$ cat src/hw/rtl/xrs_pkg.sv
`default_nettype none

package xrs_pkg;

  localparam int unsigned WordW   = 64;
  localparam int unsigned HalfW   = WordW / 2;
  localparam int unsigned DivCntW = $clog2(WordW);

  localparam logic [WordW-1:0] RESET_STATE = 64'h9E37_79B9_7F4A_7C15;
  localparam logic [WordW-1:0] ZERO_SEED   = 64'hA076_1D64_78BD_642F;
  // 2685821657736338717
  localparam logic [WordW-1:0] STAR_MULT   = 64'h2545_F491_4F6C_DD1D;

  localparam int unsigned ShiftA    = 12;
  localparam int unsigned ShiftB    = 25;
  localparam int unsigned ShiftC    = 27;
  localparam int unsigned UnitShift = 11;

  typedef enum logic [1:0] {
    OP_SEED  = 2'd0,
    OP_RAW   = 2'd1,
    OP_RANGE = 2'd2,
    OP_UNIT  = 2'd3
  } opcode_t;

  typedef enum logic [2:0] {
    ST_IDLE,
    ST_SHIFT,
    ST_MUL0,
    ST_MUL1,
    ST_MUL2,
    ST_MUL3,
    ST_DIV,
    ST_FIN
  } state_t;

  // Which 32x32 partial product the shared multiplier forms
  typedef enum logic [1:0] {
    MUL_LL,
    MUL_HL,
    MUL_LH
  } mul_sel_t;

  typedef struct packed {
    logic     load_seed;
    logic     load_op;
    logic     advance;
    mul_sel_t mul_sel;
    logic     acc_load;
    logic     acc_add;
    logic     div_start;
    logic     div_step;
    logic     out_load;
  } cmd_t;

  typedef struct packed {
    opcode_t op;
    logic    span_zero;
    logic    out_busy;
  } stat_t;

  function automatic logic [WordW-1:0] fix_zero(input logic [WordW-1:0] v);
    return (v == '0) ? ZERO_SEED : v;
  endfunction

endpackage

`default_nettype wire

$ cat src/hw/rtl/xrs_if.sv
`default_nettype none

interface xrs_req_if;
  logic                              valid;
  logic                              ready;
  logic [1:0]                        opcode;
  logic [xrs_pkg::WordW-1:0]         seed_value;
  logic signed [xrs_pkg::WordW-1:0]  range_min;
  logic signed [xrs_pkg::WordW-1:0]  range_max;

  modport source (output valid, opcode, seed_value, range_min, range_max, input ready);
  modport sink (input valid, opcode, seed_value, range_min, range_max, output ready);
endinterface

interface xrs_rsp_if;
  logic                      valid;
  logic                      ready;
  logic [xrs_pkg::WordW-1:0] draw_value;

  modport source (output valid, draw_value, input ready);
  modport sink (input valid, draw_value, output ready);
endinterface

`default_nettype wire

$ cat src/hw/rtl/xrs_ctrl.sv
`default_nettype none

module xrs_ctrl (
  input  wire logic          clk,
  input  wire logic          rst,
  input  wire logic          req_valid,
  input  wire logic [1:0]    req_opcode,
  output logic               req_ready,
  input  wire xrs_pkg::stat_t stat,
  output xrs_pkg::cmd_t      cmd
);
  import xrs_pkg::*;

  state_t              state;
  state_t              state_next;
  logic [DivCntW-1:0]  cnt;
  logic                accept;
  logic                is_seed;
  logic                div_last;

  assign req_ready = (state == ST_IDLE);
  assign accept    = req_valid && req_ready;
  assign is_seed   = (opcode_t'(req_opcode) == OP_SEED);
  assign div_last  = (cnt == DivCntW'(WordW - 1));

  always_ff @(posedge clk) begin
    if (rst) begin
      state <= ST_IDLE;
      cnt   <= '0;
    end else begin
      state <= state_next;
      if (state == ST_MUL3) begin
        cnt <= '0;
      end else if (state == ST_DIV) begin
        cnt <= cnt + DivCntW'(1);
      end
    end
  end

  always_comb begin
    state_next = state;
    unique case (state)
      ST_IDLE:  if (accept && !is_seed) state_next = ST_SHIFT;
      ST_SHIFT: state_next = ST_MUL0;
      ST_MUL0:  state_next = ST_MUL1;
      ST_MUL1:  state_next = ST_MUL2;
      ST_MUL2:  state_next = ST_MUL3;
      ST_MUL3: begin
        if (stat.op == OP_RANGE && !stat.span_zero) state_next = ST_DIV;
        else state_next = ST_FIN;
      end
      ST_DIV:   if (div_last) state_next = ST_FIN;
      ST_FIN:   if (!stat.out_busy) state_next = ST_IDLE;
      default:  state_next = ST_IDLE;
    endcase
  end

  always_comb begin
    cmd           = '0;
    cmd.mul_sel   = MUL_LL;
    cmd.load_seed = accept && is_seed;
    cmd.load_op   = accept && !is_seed;
    unique case (state)
      ST_SHIFT: cmd.advance = 1'b1;
      ST_MUL0:  cmd.mul_sel = MUL_LL;
      ST_MUL1: begin
        cmd.mul_sel  = MUL_HL;
        cmd.acc_load = 1'b1;
      end
      ST_MUL2: begin
        cmd.mul_sel = MUL_LH;
        cmd.acc_add = 1'b1;
      end
      ST_MUL3: begin
        cmd.acc_add   = 1'b1;
        cmd.div_start = 1'b1;
      end
      ST_DIV:   cmd.div_step = 1'b1;
      ST_FIN:   cmd.out_load = !stat.out_busy;
      default: ;
    endcase
  end

  a_accept_draw: assert property (@(posedge clk) disable iff (rst)
    cmd.load_op |=> state == ST_SHIFT)
    else $error("draw accepted but sequencer did not start");

  a_div_entry: assert property (@(posedge clk) disable iff (rst)
    (state == ST_MUL3 && stat.op == OP_RANGE && !stat.span_zero)
      |=> (state == ST_DIV && cnt == '0))
    else $error("division not started with a cleared step count");

  a_seed_stays_idle: assert property (@(posedge clk) disable iff (rst)
    cmd.load_seed |=> state == ST_IDLE)
    else $error("seed load left the idle state");

endmodule

`default_nettype wire

$ cat src/hw/rtl/xrs_dp.sv
`default_nettype none

module xrs_dp (
  input  wire logic                              clk,
  input  wire logic                              rst,
  input  wire xrs_pkg::cmd_t                     cmd,
  output xrs_pkg::stat_t                         stat,
  input  wire logic [1:0]                        opcode,
  input  wire logic [xrs_pkg::WordW-1:0]         seed_value,
  input  wire logic signed [xrs_pkg::WordW-1:0]  range_min,
  input  wire logic signed [xrs_pkg::WordW-1:0]  range_max,
  output logic                                   rsp_valid,
  input  wire logic                              rsp_ready,
  output logic [xrs_pkg::WordW-1:0]              draw_value
);
  import xrs_pkg::*;

  logic [WordW-1:0] rand_state;
  logic [WordW-1:0] x_a;
  logic [WordW-1:0] x_b;
  logic [WordW-1:0] x_c;
  opcode_t          op;
  logic [WordW-1:0] lo;
  logic [WordW-1:0] span;
  logic             swap;
  logic [WordW-1:0] lo_next;
  logic [WordW-1:0] hi_next;
  logic [HalfW-1:0] mul_a;
  logic [HalfW-1:0] mul_b;
  logic [WordW-1:0] prod;
  logic [WordW-1:0] acc;
  logic [WordW-1:0] rem;
  logic [WordW:0]   rem_sh;
  logic [WordW:0]   rem_sub;
  logic             span_zero;
  logic [WordW-1:0] result;

  // xorshift of the current state; a nonzero word never maps to zero
  assign x_a = fix_zero(rand_state) ^ (fix_zero(rand_state) >> ShiftA);
  assign x_b = x_a ^ (x_a << ShiftB);
  assign x_c = x_b ^ (x_b >> ShiftC);

  assign swap    = (range_max < range_min);
  assign lo_next = swap ? range_max : range_min;
  assign hi_next = swap ? range_min : range_max;

  always_ff @(posedge clk) begin
    if (rst) begin
      rand_state <= RESET_STATE;
    end else if (cmd.load_seed) begin
      rand_state <= fix_zero(seed_value);
    end else if (cmd.advance) begin
      rand_state <= fix_zero(x_c);
    end
  end

  always_ff @(posedge clk) begin
    if (cmd.load_op) begin
      op   <= opcode_t'(opcode);
      lo   <= lo_next;
      span <= hi_next - lo_next + WordW'(1);
    end
  end

  // Shared 32x32 multiplier: low 64 bits of state times the star constant
  always_comb begin
    unique case (cmd.mul_sel)
      MUL_LL: begin
        mul_a = rand_state[HalfW-1:0];
        mul_b = STAR_MULT[HalfW-1:0];
      end
      MUL_HL: begin
        mul_a = rand_state[WordW-1:HalfW];
        mul_b = STAR_MULT[HalfW-1:0];
      end
      MUL_LH: begin
        mul_a = rand_state[HalfW-1:0];
        mul_b = STAR_MULT[WordW-1:HalfW];
      end
      default: begin
        mul_a = rand_state[HalfW-1:0];
        mul_b = STAR_MULT[HalfW-1:0];
      end
    endcase
  end

  always_ff @(posedge clk) begin
    prod <= WordW'(mul_a) * WordW'(mul_b);
  end

  // Restoring division: the draw shifts out of acc one bit per step
  assign rem_sh  = {rem, acc[WordW-1]};
  assign rem_sub = rem_sh - {1'b0, span};

  always_ff @(posedge clk) begin
    if (cmd.acc_load) begin
      acc <= prod;
    end else if (cmd.acc_add) begin
      acc[WordW-1:HalfW] <= acc[WordW-1:HalfW] + prod[HalfW-1:0];
    end else if (cmd.div_step) begin
      acc <= acc << 1;
    end
  end

  always_ff @(posedge clk) begin
    if (cmd.div_start) begin
      rem <= '0;
    end else if (cmd.div_step) begin
      rem <= rem_sub[WordW] ? rem_sh[WordW-1:0] : rem_sub[WordW-1:0];
    end
  end

  assign span_zero = (span == '0);

  always_comb begin
    unique case (op)
      OP_RANGE: result = span_zero ? acc : lo + rem;
      OP_UNIT:  result = acc >> UnitShift;
      default:  result = acc;
    endcase
  end

  always_ff @(posedge clk) begin
    if (rst) begin
      rsp_valid <= 1'b0;
    end else if (cmd.out_load) begin
      rsp_valid <= 1'b1;
    end else if (rsp_ready) begin
      rsp_valid <= 1'b0;
    end
  end

  always_ff @(posedge clk) begin
    if (cmd.out_load) begin
      draw_value <= result;
    end
  end

  assign stat.op        = op;
  assign stat.span_zero = span_zero;
  assign stat.out_busy  = rsp_valid && !rsp_ready;

  a_state_nonzero: assert property (@(posedge clk) disable iff (rst)
    rand_state != '0)
    else $error("generator state reached zero");

  a_rem_below_span: assert property (@(posedge clk) disable iff (rst)
    ($past(cmd.div_step) && !span_zero) |-> rem < span)
    else $error("remainder not below span after a division step");

  a_no_overwrite: assert property (@(posedge clk) disable iff (rst)
    cmd.out_load |-> (!rsp_valid || rsp_ready))
    else $error("output word overwritten before it was taken");

endmodule

`default_nettype wire

$ cat src/hw/rtl/xorshift64star_random_source.sv
// xorshift64* random source. Each request word carries an opcode: seed loads
// the 64-bit state (a zero seed becomes a fixed nonzero constant) and returns
// nothing; raw returns the next xorshift64* draw; range returns a draw mapped
// into the inclusive signed interval [range_min, range_max] (bounds swapped if
// reversed, raw draw if the interval covers all 64-bit values); unit returns
// the top 53 bits of a draw as a 0.53 fraction in bits 52..0. One request is
// in flight at a time. A seed loads the state and leaves the block idle and ready.
// A raw or unit draw steps from acceptance to the result word through the
// shift-xor update, the 64-bit multiply built from one shared 32x32
// multiplier, and the load of the output register. A ranged draw adds the
// remainder division over all 64 draw bits, one quotient bit per cycle,
// skipped when the interval is full. The next request is taken on the cycle
// after the result word loads. The output register lets a new request be
// accepted while the last result word still waits for the consumer; a finished
// draw holds until that word is taken.
`default_nettype none

module xorshift64star_random_source (
  input  wire logic clk,
  input  wire logic rst,
  xrs_req_if.sink   req,
  xrs_rsp_if.source rsp
);
  import xrs_pkg::*;

  cmd_t  cmd;
  stat_t stat;

  // Sequencer: accepts requests, steps through shift, multiply, divide, output
  xrs_ctrl u_ctrl (
    .clk        (clk),
    .rst        (rst),
    .req_valid  (req.valid),
    .req_opcode (req.opcode),
    .req_ready  (req.ready),
    .stat       (stat),
    .cmd        (cmd)
  );

  // Datapath: state word, multiplier, divider and output register
  xrs_dp u_dp (
    .clk        (clk),
    .rst        (rst),
    .cmd        (cmd),
    .stat       (stat),
    .opcode     (req.opcode),
    .seed_value (req.seed_value),
    .range_min  (req.range_min),
    .range_max  (req.range_max),
    .rsp_valid  (rsp.valid),
    .rsp_ready  (rsp.ready),
    .draw_value (rsp.draw_value)
  );

endmodule

`default_nettype wire

$ cat src/flat_wrapper.sv
// flat-port wrapper written by rule: the top's interface ports become plain ports
module xorshift64star_random_source_flat import xrs_pkg::*;
  (clk, rst, req_valid, req_opcode, req_seed_value, req_range_min, req_range_max, req_ready, rsp_valid, rsp_draw_value, rsp_ready);
  xrs_req_if req_i ();
  xrs_rsp_if rsp_i ();
  input  wire logic clk;
  input  wire logic rst;
  input wire logic [$bits(req_i.valid)-1:0] req_valid;
  input wire logic [$bits(req_i.opcode)-1:0] req_opcode;
  input wire logic [$bits(req_i.seed_value)-1:0] req_seed_value;
  input wire logic [$bits(req_i.range_min)-1:0] req_range_min;
  input wire logic [$bits(req_i.range_max)-1:0] req_range_max;
  output wire logic [$bits(req_i.ready)-1:0] req_ready;
  output wire logic [$bits(rsp_i.valid)-1:0] rsp_valid;
  output wire logic [$bits(rsp_i.draw_value)-1:0] rsp_draw_value;
  input wire logic [$bits(rsp_i.ready)-1:0] rsp_ready;
  assign req_i.valid = req_valid;
  assign req_i.opcode = req_opcode;
  assign req_i.seed_value = req_seed_value;
  assign req_i.range_min = req_range_min;
  assign req_i.range_max = req_range_max;
  assign req_ready = req_i.ready;
  assign rsp_valid = rsp_i.valid;
  assign rsp_draw_value = rsp_i.draw_value;
  assign rsp_i.ready = rsp_ready;
  xorshift64star_random_source u_core (.clk(clk), .rst(rst), .req(req_i), .rsp(rsp_i));
endmodule
$ cat config.mk
export PLATFORM = sky130hd
export DESIGN_NAME = xorshift64star_random_source_flat
export DESIGN_NICKNAME = d
export VERILOG_FILES = /design/src/hw/rtl/xrs_pkg.sv /design/src/hw/rtl/xrs_if.sv /design/src/hw/rtl/xrs_ctrl.sv /design/src/hw/rtl/xrs_dp.sv /design/src/hw/rtl/xorshift64star_random_source.sv /design/src/flat_wrapper.sv
export SDC_FILE = /design/constraint.sdc
export NUM_CORES = 2
export LEC_CHECK = 0
export BUFFER_PORTS_ARGS = -buffer_cell sky130_fd_sc_hd__buf_4
export CELL_PAD_IN_SITES_DETAIL_PLACEMENT = 2
export CELL_PAD_IN_SITES_GLOBAL_PLACEMENT = 2
export CORE_ASPECT_RATIO = 0.6
export CORE_UTILIZATION = 30
export CTS_BUF_LIST = sky130_fd_sc_hd__clkbuf_4
export CTS_CLUSTER_SIZE = 20
export DETAILED_ROUTE_END_ITERATION = 16
export PLACE_DENSITY_LB_ADDON = 0.1
export REMOVE_ABC_BUFFERS = 1
export SLEW_MARGIN = 20
export SYNTH_ARGS = -nofsm -noshare
export SYNTH_HDL_FRONTEND = slang
export SYNTH_SLANG_ARGS = --single-unit
$ cat constraint.sdc
create_clock -name clk -period 13.8 [get_ports clk]
set_clock_uncertainty 0.05 [all_clocks]
set_input_delay 1.38 -clock clk [delete_from_list [all_inputs] [get_ports clk]]
set_output_delay 1.38 -clock clk [all_outputs]
set_load 0.05 [all_outputs]
### Yosys cells after proc, flatten, opt, wreduce, memory -nomap -nowiden

Cells that the tools add are included.

| word-level totals | value |
|---|---|
| word-level logic and storage cells | 92 |
| output and inout bits | 66 |
| register bits | 460 |
| input port bits | 198 |

| operators by class | value |
|---|---|
| mux-type cells | 30 |
| bitwise operators | 3 |
| eq/ne operators | 16 |
| multiply operators | 1 |
| add/sub/neg operators | 6 |
| reduce and logical (&&, ||, !) cells | 23 |
| $lt $le $gt $ge | 1 |

Operators with widths:

| operator | number |
|---|---|
| $mux W64 | 11 |
| $logic_not A64 Y1 | 4 |
| $pmux W64 S2 | 1 |
| $mux W32 | 3 |
| $sub A65 B64 Y65 | 1 |
| $add A64 B1 Y64 const B | 1 |
| $add A64 B64 Y64 | 1 |
| $lt A64 B64 Y1 | 1 |
| $mul A32 B32 Y64 | 1 |
| $sub A64 B64 Y64 | 1 |
| $xor A64 B37 Y64 | 1 |
| $xor A64 B52 Y64 | 1 |
| $xor A64 B64 Y64 | 1 |
| $add A32 B32 Y32 | 1 |
| $mux W31 | 1 |
| $pmux W3 S8 | 1 |
| $eq A3 B3 Y1 const B | 4 |
| $mux W1 | 9 |
| $mux W3 | 3 |
| $add A6 B1 Y6 const B | 1 |
| $eq A2 B2 Y1 const B | 3 |
| $eq A3 B2 Y1 const B | 2 |
| $eq A6 B6 Y1 const B | 1 |
| $reduce_bool A2 Y1 | 3 |
| other kinds (13) | 23 |

### Logic depth before layout (Yosys ltp)

| depth | value |
|---|---|
| depth in word-level cells | 9 |
| gate-level depth with buffers | 35 |
| mapped depth without buffers | 33 |

### Hierarchy

Synthesis repeated with hierarchy kept, for this count alone.

| second synthesis, totals | value |
|---|---|
| cell total of the unflattened synthesis | 6533 |
| area, all modules | 57602.7 µm² |

By module, submodules not included:

| module | cells each | times used | seq. area each (µm²) | area each (µm²) |
|---|---|---|---|---|
| xrs_dp | 6470 | 1 | 11611.1 | 57096.0 |
| xrs_ctrl | 63 | 1 | 180.2 | 506.7 |

### Least setup slack after synthesis

OpenSTA, ideal clock, no wires.

| path | value |
|---|---|
| path kind | register -> register |
| start | reg u_core.u_ctrl.state[0] |
| end | reg u_core.u_dp.prod[61] |
| slack | 4370 ps |
| required time | 13678 ps |
| path buffers | 2 |
| setup time | 72 ps |
| clock period less this slack | 9430 ps |
| stages on the path, launching flop included | 32 |
| data arrival time | 9308 ps |
| cell sequence | dfxtp_1 -> nand2_1 -> nor2_1 -> clkbuf_1 -> clkbuf_1 -> mux2i_1 -> inv_1 -> nand2_1 -> fa_1 -> inv_1 -> fa_1 -> fa_1 -> inv_1 -> fa_1 -> inv_1 -> fa_1 -> fa_1 -> fa_1 -> inv_1 -> fa_1 -> inv_1 -> ha_1 -> inv_1 -> o221ai_1 -> a21o_1 -> or4b_2 -> o21ai_2 -> nor4_1 -> nand3b_4 -> a221o_1 -> a21oi_1 -> xnor2_1 |

| on the way | value |
|---|---|
| longest elaborated chain between the ends | 5 |
| elaborated cells on any way between the ends | 8 |
| classes of those cells | 1 x mul; 4 x eq/ne; 3 x mux |

Ends and longest elaborated chain:

| what | line | source |
|---|---|---|
| from (decl) | xrs_ctrl.sv:14 | `state_t state;` |
| from (signal assigned) | xrs_ctrl.sv:31 | `state <= state_next;` |
| $eq A3 B3 Y1 or $eq A3 B2 Y1 (tied branches) | xrs_ctrl.sv:63 | `unique case (state)` |
| $pmux W2 S2 (*) | xrs_ctrl.sv:63 |  |
| $eq A2 B1 Y1 or $eq A2 B2 Y1 (tied branches) | xrs_dp.sv:67 | `unique case (cmd.mul_sel)` |
| $mux W32 or $mux W31 (tied branches) | xrs_dp.sv:67 |  |
| $mul A32 B32 Y64 (*) | xrs_dp.sv:88 | `prod <= WordW'(mul_a) * WordW'(mul_b);` |
| to (signal assigned) | xrs_dp.sv:88 |  |
| to (decl) | xrs_dp.sv:30 | `logic [WordW-1:0] prod;` |

Every way passes the cells marked *; elsewhere a longest branch is shown, timed or not.
A chain may end at the register's enable or synchronous reset.

### Final worst setup path

| path | value |
|---|---|
| start | reg u_core.u_ctrl.state[0] |
| end | reg u_core.u_dp.prod[63] |

The elaborated chain is that of the path after synthesis.

==> results.json <==
{
  "status": "complete, no violations",
  "route.met2.wl_mm": 92.8,
  "drc": 0,
  "wl_met1_mm": 149,
  "synth_seq_cells": 460,
  "dp_hpwl_mm": 233,
  "cp.required_ns": 14.65,
  "vias": 51000,
  "antenna_left": 0,
  "fin_util_pct": 34.1,
  "grt_setup_unrepaired": "no",
  "rows": 124,
  "routed-wl-met3_mm": 26.7,
  "cts_resized": 0,
  "mostFrequentLayoutCell": "inv_1",
  "cp-end-kind": "register",
  "synthCells": 6488,
  "syn_to_final_growth_pct": 12.2,
  "ys_seq_area_share_pct": 20.3,
  "cp_slowest_cell": "or4b_2",
  "grt-ovfl-total": 0,
  "io_pins": 264,
  "clockBufferDepth": 4,
  "drt-wirelength-per-cell_um": 28.5,
  "grt.total_usage_pct": 27.4,
  "finalHoldViolCount": 0,
  "clk_pin_slew_worst_paths_ns": 0.07,
  "cp_common_cell": "fa_1",
  "place.gp.congestion": 0.977,
  "port_buffers": 263,
  "postCtsSetupRepairBufs": 0,
  "nets": 8264,
  "drtPass1Iterations": 7,
  "clock_sinks": 460,
  "grt_pass1_vias": 53000,
  "yosys.area.top_type": "fa_1",
  "initial_core_util_pct": 30.4,
  "cts_made_buffers": 145,
  "tightest_slew_ns": 1.24,
  "htreeDepth": 4,
  "cts_hold_buffers": 0,
  "fin_crit_ns": 11.08,
  "cts-root-buf": "clkbuf_4",
  "cp.arrival_ns": 11.94,
  "grt_max_degree": 75,
  "grt_pass1_wl_mm": 386,
  "fin_ws_ns": 2.72,
  "insertion_delay_ns": 1.14,
  "fin_crit_sh_pct": 80.3,
  "post_drt_via_cell_ratio": 5.37,
  "core_area_um2": 192000,
  "drive_gt1_share_pct": 10.2,
  "ys_warn_count": 0,
  "drt_iter0_drc": 4863,
  "hp-class": "input port to register",
  "pre_cts_ws_ns": 2.89,
  "slew_viol_final": 0,
  "cts_tree": "built",
  "cap_violations": 0,
  "setup-violations-final": 0,
  "synth_top_area_share_pct": 20.0,
  "tns_ns": 0,
  "antenna_found_initial": 22,
  "crit_fanout": 29,
  "die_area_um2": 196000,
  "synth-edff-count": 258,
  "maxSlewHeadroom_pct": 17.0,
  "layout_common_cells": "inv_1, ha_1, fa_1",
  "synthArstFlopShare_pct": 0,
  "start_kind": "register",
  "ys.flop_type": "edfxtp_1",
  "fill_cells": 21400,
  "max_freq_ghz": 0.0902,
  "avgSynthCellArea_um2": 8.97,
  "synth_area_leaders": "fa_1, ha_1, edfxtp_1",
  "top_layer": "met5",
  "cpPeakStageDelay_ns": 0.70,
  "crit_type": "register to register",
  "synth_area_um2": 58200,
  "die_h_um": 343,
  "yosys.cell_types.count": 95,
  "drt-total-wl_mm": 271,
  "die_x_um": 571
}
cell usage after synthesis, types with 184 or more instances:
cell,count
a21o_1,185
a21oi_1,441
clkbuf_1,184
dfxtp_1,202
edfxtp_1,258
fa_1,580
ha_1,668
inv_1,1000
nand2_1,573
nor2_1,375
o21ai_0,292
xnor2_1,247
final timing paths:
kind | startpoint | slack, ns | end | depth (start not counted)
min | req_opcode[1] | 0.44 | u_core.u_dp.op[1] | 1
max reg2reg | u_core.u_ctrl.state[0] | 2.72 | u_core.u_dp.prod[63] | 31
min reg2reg | u_core.u_ctrl.cnt[1] | 0.44 | u_core.u_ctrl.cnt[1] | 2
max | u_core.u_ctrl.state[0] | 2.72 | u_core.u_dp.prod[63] | 31
cell type report:
class | instances | area (um2) | area share [%]
antenna | 7 | 17.5 | 0.0268
clock buffer | 209 | 1570 | 2.40
sequential | 460 | 11800 | 18.1
multi-input combinational | 4858 | 42200 | 64.6
clock inverter | 38 | 151 | 0.232
timing repair buffer | 345 | 2600 | 3.99
tap | 2583 | 3230 | 4.95
inverter | 1008 | 3780 | 5.79
routing by layer:
layer / vias up / global-route usage [%]
met5: - / 0
met4: 2 / 3.26
met3: 164 / 7.91
met2: 1612 / 32.6
met1: 26500 / 46.7
li1: 22800 / -
metrics by stage:
step | std cells | hold slack (ns) | instance area [um2]
final | 9508 | 0.442 | 65300
after global routing | 9503 | 0.357 | 65300
after CTS | 9501 | 0.318 | 65300
after detailed placement | 9254 | 0.431 | 63500
after global placement | 9254 | 0.418 | 63500
after floorplan | 6326 | 0.404 | 57600
critical path: cells and delay by family, from the launching register on:
kind                       cells  cell delay (ns)
and+or+nand+nor               10             3.27
buffers and inverters          4             1.07
xor gates and xnor gates       1             0.13
DFF                            1             0.63
AOI/OAI and AO/OA              7             1.71
adders and majority gates      9             3.99
state kept, by name, indices dropped and copies added, names as in the netlist:
register,count
u_core.u_dp.op,2
u_core.u_dp.lo,64
u_core.u_dp.prod,64
u_core.u_dp.rsp_valid,1
u_core.u_ctrl.state,3
u_core.u_dp.rem,64
u_core.u_dp.span,64
u_core.u_dp.draw_value,64
u_core.u_dp.acc,64
u_core.u_dp.rand_state,64
u_core.u_ctrl.cnt,6
kinds of logic (layout without fill, tap and decap cells):
kind of cell / after synthesis / in the layout / share of synthesized area, %
muxes: 201 / 201 / 3.60
and+or+nand+nor: 1541 / 1541 / 12.3
AOI/OAI and AO/OA: 1420 / 1420 / 15.6
DFF: 460 / 460 / 20.3
other: 2 / 63 / 0.0129
adders and majority gates: 1248 / 1248 / 34.3
xor gates and xnor gates: 392 / 392 / 5.90
buffers and inverters: 1224 / 1600 / 7.95
Power is not shown: default switching activity piles up to over one toggle a cycle in this logic, so the estimate is an artifact.
